File: src/hw/rtl/u8sc_pkg.sv
// u8sc_pkg: shared constants for the UTF-8 string checker.
// Byte range limits, first-continuation bound codes and status codes.
// No dependencies.
`timescale 1ns / 1ps

package u8sc_pkg;

   localparam int unsigned ByteW   = 8;
   localparam int unsigned TagW    = 6;
   localparam int unsigned StatusW = 2;
   localparam int unsigned BoundW  = 3;
   localparam int unsigned LeftW   = 2;

   localparam logic [ByteW-1:0] ContLo   = 8'h80;
   localparam logic [ByteW-1:0] ContHi   = 8'hBF;
   localparam logic [ByteW-1:0] Lead2Lo  = 8'hC2;
   localparam logic [ByteW-1:0] Lead2Hi  = 8'hDF;
   localparam logic [ByteW-1:0] Lead3Lo  = 8'hE0;
   localparam logic [ByteW-1:0] Lead3Hi  = 8'hEF;
   localparam logic [ByteW-1:0] Lead3Sur = 8'hED;
   localparam logic [ByteW-1:0] Lead4Lo  = 8'hF0;
   localparam logic [ByteW-1:0] Lead4Hi  = 8'hF4;
   localparam logic [ByteW-1:0] FirstA0  = 8'hA0;
   localparam logic [ByteW-1:0] First9F  = 8'h9F;
   localparam logic [ByteW-1:0] First90  = 8'h90;
   localparam logic [ByteW-1:0] First8F  = 8'h8F;

   localparam logic [BoundW-1:0] BND_FULL   = 3'd0;
   localparam logic [BoundW-1:0] BND_A0_BF  = 3'd1;
   localparam logic [BoundW-1:0] BND_80_9F  = 3'd2;
   localparam logic [BoundW-1:0] BND_90_BF  = 3'd3;
   localparam logic [BoundW-1:0] BND_80_8F  = 3'd4;

   localparam logic [StatusW-1:0] ST_OK        = 2'd0;
   localparam logic [StatusW-1:0] ST_EMPTY_REQ = 2'd1;
   localparam logic [StatusW-1:0] ST_NUL       = 2'd2;
   localparam logic [StatusW-1:0] ST_BAD_UTF8  = 2'd3;

endpackage

File: src/hw/rtl/utf8_string_checker_unit.sv
// utf8_string_checker_unit: strict UTF-8 checker over a byte stream, one
// result beat per string. Uses u8sc_pkg.
//
//   channel | dir | payload
//   req     | in  | tdata {field_tag, data_byte}, tuser {required, byte_present}, tlast
//   rsp     | out | tdata {tag_out, status}
//
// One beat per cycle sustained while results are taken. A beat waits in the input
// register until the decode logic updates the string state from it; a result is
// written to the output register as its last beat is decoded.
// Reset clears the valid flags of both registers and all string state.
// A result left untaken stalls decoding only; one more beat is still taken.
`timescale 1ns / 1ps

module utf8_string_checker_unit (
   input  logic        clock,
   input  logic        reset,
   input  logic        req_tvalid,
   output logic        req_tready,
   input  logic [15:0] req_tdata,   // [7:0] data_byte, [13:8] field_tag, [15:14] zero
   input  logic [1:0]  req_tuser,   // [0] byte_present, [1] required
   input  logic        req_tlast,   // last_of_string
   output logic        rsp_tvalid,
   input  logic        rsp_tready,
   output logic [7:0]  rsp_tdata    // [1:0] status, [7:2] tag_out
);
   import u8sc_pkg::*;

   logic                in_valid_ff, in_valid_in;
   logic [ByteW-1:0]    in_byte_ff;
   logic [TagW-1:0]     in_tag_ff;
   logic                in_present_ff, in_required_ff, in_last_ff;

   logic [LeftW-1:0]    bytes_left_ff, bytes_left_in;
   logic                expect_first_ff, expect_first_in;
   logic [BoundW-1:0]   first_bounds_ff, first_bounds_in;
   logic                bad_utf8_ff, bad_utf8_in;
   logic                saw_nul_ff, saw_nul_in;
   logic                saw_byte_ff, saw_byte_in;

   logic                rsp_valid_ff, rsp_valid_in;
   logic [StatusW-1:0]  rsp_status_ff, rsp_status_in;
   logic [TagW-1:0]     rsp_tag_ff;

   logic                advance, process, req_accept;
   logic [ByteW-1:0]    lo, hi;
   logic                bad_fin;

   assign advance    = !rsp_valid_ff || rsp_tready;
   assign process    = in_valid_ff && advance;
   assign req_tready = !in_valid_ff || advance;
   assign req_accept = req_tvalid && req_tready;

   assign in_valid_in  = req_accept ? 1'b1 : (process ? 1'b0 : in_valid_ff);
   assign rsp_valid_in = (process && in_last_ff) ? 1'b1
                       : (rsp_tready ? 1'b0 : rsp_valid_ff);

   always_comb begin
      lo = ContLo;
      hi = ContHi;
      if (expect_first_ff) begin
         unique case (first_bounds_ff)
            BND_A0_BF: lo = FirstA0;
            BND_80_9F: hi = First9F;
            BND_90_BF: lo = First90;
            BND_80_8F: hi = First8F;
            default:   ;
         endcase
      end
   end

   always_comb begin
      bytes_left_in   = bytes_left_ff;
      expect_first_in = expect_first_ff;
      first_bounds_in = first_bounds_ff;
      bad_utf8_in     = bad_utf8_ff;
      saw_nul_in      = saw_nul_ff;
      saw_byte_in     = saw_byte_ff;
      rsp_status_in   = ST_OK;
      bad_fin         = 1'b0;
      if (in_present_ff) begin
         saw_byte_in = 1'b1;
         if (in_byte_ff == '0) begin
            saw_nul_in = 1'b1;
         end
         if (bytes_left_ff == '0) begin
            if (in_byte_ff < ContLo) begin
               // ASCII, nothing to track
            end else if (in_byte_ff >= Lead2Lo && in_byte_ff <= Lead2Hi) begin
               bytes_left_in   = 2'd1;
               first_bounds_in = BND_FULL;
               expect_first_in = 1'b1;
            end else if (in_byte_ff >= Lead3Lo && in_byte_ff <= Lead3Hi) begin
               bytes_left_in   = 2'd2;
               first_bounds_in = (in_byte_ff == Lead3Lo)  ? BND_A0_BF
                               : (in_byte_ff == Lead3Sur) ? BND_80_9F : BND_FULL;
               expect_first_in = 1'b1;
            end else if (in_byte_ff >= Lead4Lo && in_byte_ff <= Lead4Hi) begin
               bytes_left_in   = 2'd3;
               first_bounds_in = (in_byte_ff == Lead4Lo) ? BND_90_BF
                               : (in_byte_ff == Lead4Hi) ? BND_80_8F : BND_FULL;
               expect_first_in = 1'b1;
            end else begin
               bad_utf8_in = 1'b1;
            end
         end else if (in_byte_ff < lo || in_byte_ff > hi) begin
            bad_utf8_in     = 1'b1;
            bytes_left_in   = '0;
            expect_first_in = 1'b0;
            first_bounds_in = BND_FULL;
         end else begin
            bytes_left_in   = bytes_left_ff - 2'd1;
            expect_first_in = 1'b0;
            if (bytes_left_ff == 2'd1) begin
               first_bounds_in = BND_FULL;
            end
         end
      end
      if (in_last_ff) begin
         bad_fin = bad_utf8_in || (bytes_left_in != '0);
         if (in_required_ff && !saw_byte_in) begin
            rsp_status_in = ST_EMPTY_REQ;
         end else if (saw_nul_in) begin
            rsp_status_in = ST_NUL;
         end else if (bad_fin) begin
            rsp_status_in = ST_BAD_UTF8;
         end
         bytes_left_in   = '0;
         expect_first_in = 1'b0;
         first_bounds_in = BND_FULL;
         bad_utf8_in     = 1'b0;
         saw_nul_in      = 1'b0;
         saw_byte_in     = 1'b0;
      end
   end

   always_ff @(posedge clock) begin
      if (reset) begin
         in_valid_ff     <= 1'b0;
         rsp_valid_ff    <= 1'b0;
         bytes_left_ff   <= '0;
         expect_first_ff <= 1'b0;
         first_bounds_ff <= BND_FULL;
         bad_utf8_ff     <= 1'b0;
         saw_nul_ff      <= 1'b0;
         saw_byte_ff     <= 1'b0;
      end else begin
         in_valid_ff  <= in_valid_in;
         rsp_valid_ff <= rsp_valid_in;
         if (process) begin
            bytes_left_ff   <= bytes_left_in;
            expect_first_ff <= expect_first_in;
            first_bounds_ff <= first_bounds_in;
            bad_utf8_ff     <= bad_utf8_in;
            saw_nul_ff      <= saw_nul_in;
            saw_byte_ff     <= saw_byte_in;
         end
      end
   end

   always_ff @(posedge clock) begin
      if (req_accept) begin
         in_byte_ff     <= req_tdata[ByteW-1:0];
         in_tag_ff      <= req_tdata[ByteW+TagW-1:ByteW];
         in_present_ff  <= req_tuser[0];
         in_required_ff <= req_tuser[1];
         in_last_ff     <= req_tlast;
      end
      if (process && in_last_ff) begin
         rsp_status_ff <= rsp_status_in;
         rsp_tag_ff    <= in_tag_ff;
      end
   end

   assign rsp_tvalid = rsp_valid_ff;
   assign rsp_tdata  = {rsp_tag_ff, rsp_status_ff};

endmodule

File: config.mk
export PLATFORM = sky130hd
export DESIGN_NAME = utf8_string_checker_unit
export DESIGN_NICKNAME = d
export VERILOG_FILES = /design/src/hw/rtl/u8sc_pkg.sv /design/src/hw/rtl/utf8_string_checker_unit.sv
export SDC_FILE = /design/constraint.sdc
export NUM_CORES = 1
export LEC_CHECK = 0
export BUFFER_PORTS_ARGS = -buffer_cell sky130_fd_sc_hd__buf_4
export CAP_MARGIN = 30
export CORE_UTILIZATION = 54
export CTS_CLUSTER_DIAMETER = 30
export DETAILED_ROUTE_END_ITERATION = 12
export PLACE_DENSITY = 0.78
export SETUP_SLACK_MARGIN = 0.02
export SLEW_MARGIN = 20
export SYNTH_ARGS = -nofsm -noshare
export SYNTH_HDL_FRONTEND = slang
export SYNTH_SLANG_ARGS = --single-unit
File: constraint.sdc
create_clock -name clock -period 2.6 [get_ports clock]
set_input_delay 0.26 -clock clock [delete_from_list [all_inputs] [get_ports clock]]
set_output_delay 0.26 -clock clock [all_outputs]
set_load 0.05 [all_outputs]
-- Word level (Yosys, flattened, before mapping)
Index checks and enable logic that the tools add are counted.
W data, S select, Z words.
- bits in registers: 36
- output and inout bits: 10
- word-level logic and storage cells: 114
- add/subtract/negate cells: 1
- order comparisons: 9
- equality and inequality tests: 11
- muxes and demuxes: 52
- bitwise operators: 1
- reductions and logical operators: 24
- operators by type and width (kind ; number):
    $mux W3 ; 11
    $eq A8 B8 Y1 const B ; 4
    $mux W1 ; 25
    $ge A8 B8 Y1 const B ; 3
    $le A8 B8 Y1 const B ; 3
    $mux W2 ; 12
    $pmux W6 S2 ; 2
    $mux W6 ; 2
    $gt A8 B8 Y1 ; 1
    $logic_not A8 Y1 ; 1
    $lt A8 B8 Y1 ; 1
    $lt A8 B8 Y1 const B ; 1
    $reduce_bool A2 Y1 ; 4
    $logic_and A1 B1 Y1 ; 7
    $eq A3 B2 Y1 const B ; 2
    $ne A5 B2 Y1 const B ; 1
    $reduce_and A5 Y1 ; 1
    $logic_or A1 B1 Y1 ; 4
    $reduce_and A4 Y1 ; 1
    $reduce_bool A4 Y1 ; 1
    $eq A3 B1 Y1 const B ; 1
    $eq A3 B3 Y1 const B ; 1
    $logic_not A1 Y1 ; 3
    $ne A3 B3 Y1 const B ; 1
    5 further kinds ; 5

-- Longest topological paths before layout
- depth after elaboration: 13
- gate-level depth with buffers: 8

-- Worst setup path before layout
No wires, ideal clock.
- path type: reg-to-reg
- start: register first_bounds_ff[1]
- end: register rsp_status_ff[0], data pin
- arrival time: 1.887 ns
- required time: 2.328 ns
- slack: 0.441 ns
- stages on the path, launching flop included: 9
- path buffers: 0
- period minus slack after synthesis: 2.159 ns
- cell sequence: dfxtp_1 xnor2_1 nor3b_1 ha_1 and3_1 a21oi_1 o41ai_1 a2111oi_2 a31oi_1
- longest elaborated chain between the ends: 13
- elaborated cells on any way between the ends: 22
- classes of those cells: order compare (2); eq/ne (4); mux (13); reduce/logical (3)
- RTL lines (item ; RTL line ; RTL):
    start: declaration ; utf8_string_checker_unit.sv:36 ; logic [BoundW-1:0] first_bounds_ff, first_bounds_in;
    start signal: assignment ; utf8_string_checker_unit.sv:153 ; first_bounds_ff <= first_bounds_in;
    $eq A3 B2 Y1 (tied with other cells) ; utf8_string_checker_unit.sv:62 ; unique case (first_bounds_ff)
    $pmux W6 S2 ; utf8_string_checker_unit.sv:62 ;
    $mux W6 ; utf8_string_checker_unit.sv:61 ; if (expect_first_ff) begin
    $lt A8 B8 Y1 / $gt A8 B8 Y1 (equally long branches) ; utf8_string_checker_unit.sv:106 ; end else if (in_byte_ff < lo || in_byte_ff > hi) begin
    $logic_or A1 B1 Y1 (*) ; utf8_string_checker_unit.sv:106 ;
    $mux W2 ; utf8_string_checker_unit.sv:106 ;
    $mux W2 ; utf8_string_checker_unit.sv:86 ; if (bytes_left_ff == '0) begin
    $mux W2 ; utf8_string_checker_unit.sv:81 ; if (in_present_ff) begin
    $reduce_bool A2 Y1 ; utf8_string_checker_unit.sv:120 ; bad_fin = bad_utf8_in || (bytes_left_in != '0);
    $logic_or A1 B1 Y1 (*) ; utf8_string_checker_unit.sv:120 ;
    $mux W2 (*) ; utf8_string_checker_unit.sv:125 ; end else if (bad_fin) begin
    $mux W2 (*) ; utf8_string_checker_unit.sv:123 ; end else if (saw_nul_in) begin
    $mux W1 (*) ; utf8_string_checker_unit.sv:121 ; if (in_required_ff && !saw_byte_in) begin
    end signal: assignment ; utf8_string_checker_unit.sv:170 ; rsp_status_ff <= rsp_status_in;
    end: declaration ; utf8_string_checker_unit.sv:42 ; logic [StatusW-1:0] rsp_status_ff, rsp_status_in;
Mark *: on every way between the ends. The rest lies on a longest branch, timed or not.
A chain may end at the register's enable or synchronous reset.

-- Worst setup path in the final report
Ends and elaborated chain as after synthesis.

==> metrics.txt <==
outcome complete, no violations; DRT Pass-1 Iters 4; total power 0.00108 W; Max VDD drop 362 uV; DPL Wire Length 2530 um; Fin. Hold Viols 0; number of synthesized register bits 36; top cell type's share of synthesized area 0.441; row cnt 20; Distinct cells, synth 47; worst setup margin 0.263 ns; Iteration-0 DRC Markers 73; CTS resizes 0; vias in the first global route 1182; minimum clock period 2.34 ns; WP data required 2.71 ns; RSZ-0062 raised after global routing false; first-pass GRT wire length 5550 um; Remaining Overflow, GRT 0; CTS tree done; CP endpoint kind flip-flop; Rel. slew slack 0.507; Residual DRC 0; Post-Syn Area 0.00170 mm^2; Reg2Reg Setup Slack 0.26 ns; via count 1322; Post-synth EDFFs 25; Port Buffers 30; Via density 5.88; ant diodes 0; syn_nets 175; synthesized instance count 147; Slew @ Worst Pin 0.740 ns; overall routed net length 3450 um; Final Cycle Share 0.899; PwrDens 537 mW/mm^2; die extent in y 58.2 um; clock root buffer clkbuf_4; cell count of the worst reg-to-reg path 8; Syn-to-layout area delta 17.9%; top cells by area, synth edfxtp_1 (44%), dfxtp_1 (13%), ha_1 (3.7%), a21oi_1 (3.5%), nand2_1 (2.4%); Mean Syn Cell Area 11.6 um^2; H-tree depth 2; Async SR Flop Fraction 0; pin count of the biggest net entering global routing 18; clock slew at reported path FFs 0.12 ns; Max Cap Violations 0; clk_skew 0.0121 ns; Post-CTS Setup Inserts 0; # clock sinks 36; dpl ws 0.156 ns; Final ANT Viol Nets 0; CP arrival 2.45 ns; RD Place Congestion 0.897; Worst-Skew Late Latency 0.36 ns; final setup fails 0; Die ar. 0.00338 mm^2; total negative slack 0 ns; layout cell share with drive strength beyond 1 0.265; initial antenna violation count 0; Worst Hold Class in -> reg; dominant synthesized flop cell edfxtp_1; I/O Pins 33; nets@finish 208; RR Startpoint first_bounds_ff[1]; wire per inst 15.3 um; CTS buffer count 5; Slew Viols, Final 0; Starting Density 0.562; CP Launch Point first_bounds_ff[1]; fin cells 225; Pleak 0.748 nW; deepest clock path buffer count 2; sequential area share after synthesis 0.570; layout filler cell count 256; fmax 428 MHz; hold buffers post-CTS 0; Yosys warnings 0; DP Cell Count 217; FF-to-FF End rsp_status_ff[0]; Critical Path End rsp_status_ff[0]; Global Route Usage Sum 0.233; die width 58.2 um; area leader, netlist edfxtp_1; Core Area 0.00303 mm^2; worst-path fanout max 5; critical setup path kind reg -> reg; CP Launch Type flip-flop
==> where the power goes <==
group	internal [W]	total, W	switching [W]
logic	0.0000473	0.000108	0.0000607
registers	0.000639	0.000661	0.0000221
clock network	0.000107	0.000309	0.000202
==> cell families (layout without fill, tap and decap cells) <==
group	count (synthesis)	in the layout	synth area share
multiplexers	1	1	0.00588
buffers and inverters	13	47	0.0448
flip-flops	36	36	0.570
XOR/XNOR	1	1	0.00514
AO/OA/AOI/OAI	41	41	0.163
AND/OR/NAND/NOR	50	50	0.174
adder cells (fa/ha/maj)	5	5	0.0367
==> worst max-delay path, stage by stage, from the launching register on <==
cell,delay [ns]
dfxtp_1,0.42
xnor2_1,0.10
nor3b_1,0.21
ha_1,0.28
and3_1,0.21
a21oi_2,0.20
o41ai_1,0.13
a2111oi_2,0.43
a31oi_1,0.14
==> synthesized netlist by cell type, types with 2 or more instances <==
cell,n
nor2_1,9
o31ai_1,3
a31oi_1,5
and3_1,2
edfxtp_1,25
nor4_1,4
o211ai_1,3
a21oi_1,12
nand2_1,11
o311ai_0,3
a211oi_1,2
nor3_1,2
dfxtp_1,11
nor2b_1,2
nand3_1,2
or3_1,2
inv_1,8
o41ai_1,2
ha_1,5
o21ai_0,5
buf_6,3
==> state kept, by name, indices dropped and copies added, names as in the netlist, 2 cells and up <==
signal and count:
rsp_status_ff 2, in_byte_ff 8, rsp_tag_ff 6, in_tag_ff 6, bytes_left_ff 2, first_bounds_ff 3
==> cell usage in the layout (no fill, tap or decap), types with 2 or more instances in the layout <==
cell type,n
edfxtp_1,25
nand3_1,2
o21ai_0,5
nor2_1,9
nand2_1,11
and3_1,2
a21oi_1,11
ha_1,5
nor2b_1,2
inv_1,8
nor3_1,2
a211oi_1,2
nor4_1,4
a31oi_1,5
clkbuf_4,5
buf_4,31
o311ai_0,3
dfxtp_1,11
o31ai_1,3
o211ai_1,3
or3_1,2
o41ai_1,2
==> area by class of cell <==
type / instances / area, um^2 / share of cell area
Inverter: 8 / 30.0 / 0.0150
Clock inverter: 3 / 21.3 / 0.0106
Clock buffer: 5 / 37.5 / 0.0187
Tap cell: 44 / 55.1 / 0.0274
Timing Repair Buffer: 31 / 233 / 0.116
Sequential cell: 36 / 971 / 0.484
Multi-Input combinational cell: 98 / 659 / 0.329
==> metal layers <==
layer  vias up  track usage  routed length [um]
met1       624        0.307                1430
met5         -            0                   0
met4         0        0.146                  72
met3         7       0.0536                 243
li1        636            -                   -
met2        55        0.350                1700
==> through the flow <==
| step | instance area, um^2 | hold WS, ns | utilization |
|---|---|---|---|
| after floorplan | 1700 | 0.329 | - |
| after global placement | 1940 | 0.401 | 0.642 |
| after detailed placement | 1940 | 0.407 | 0.642 |
| after CTS | 2000 | 0.0563 | 0.662 |
| after global routing | 2010 | 0.0371 | 0.663 |
| final | 2010 | 0.0651 | 0.663 |
==> worst min-delay path by stage <==
stage             startpoint               end  slack [ns]  cells after the start
3_3_place_gp    in_tag_ff[3]     rsp_tag_ff[3]        0.40                      0
5_1_grt         req_tdata[9]      in_tag_ff[1]        0.04                      1
6_report        req_tdata[9]      in_tag_ff[1]        0.07                      1
2_1_floorplan          reset  bytes_left_ff[1]        0.33                      1
3_5_place_dp    in_tag_ff[4]     rsp_tag_ff[4]        0.41                      0
4_1_cts        req_tdata[13]      in_tag_ff[5]        0.06                      1
Note: power is estimated with default switching activity, not from simulation.
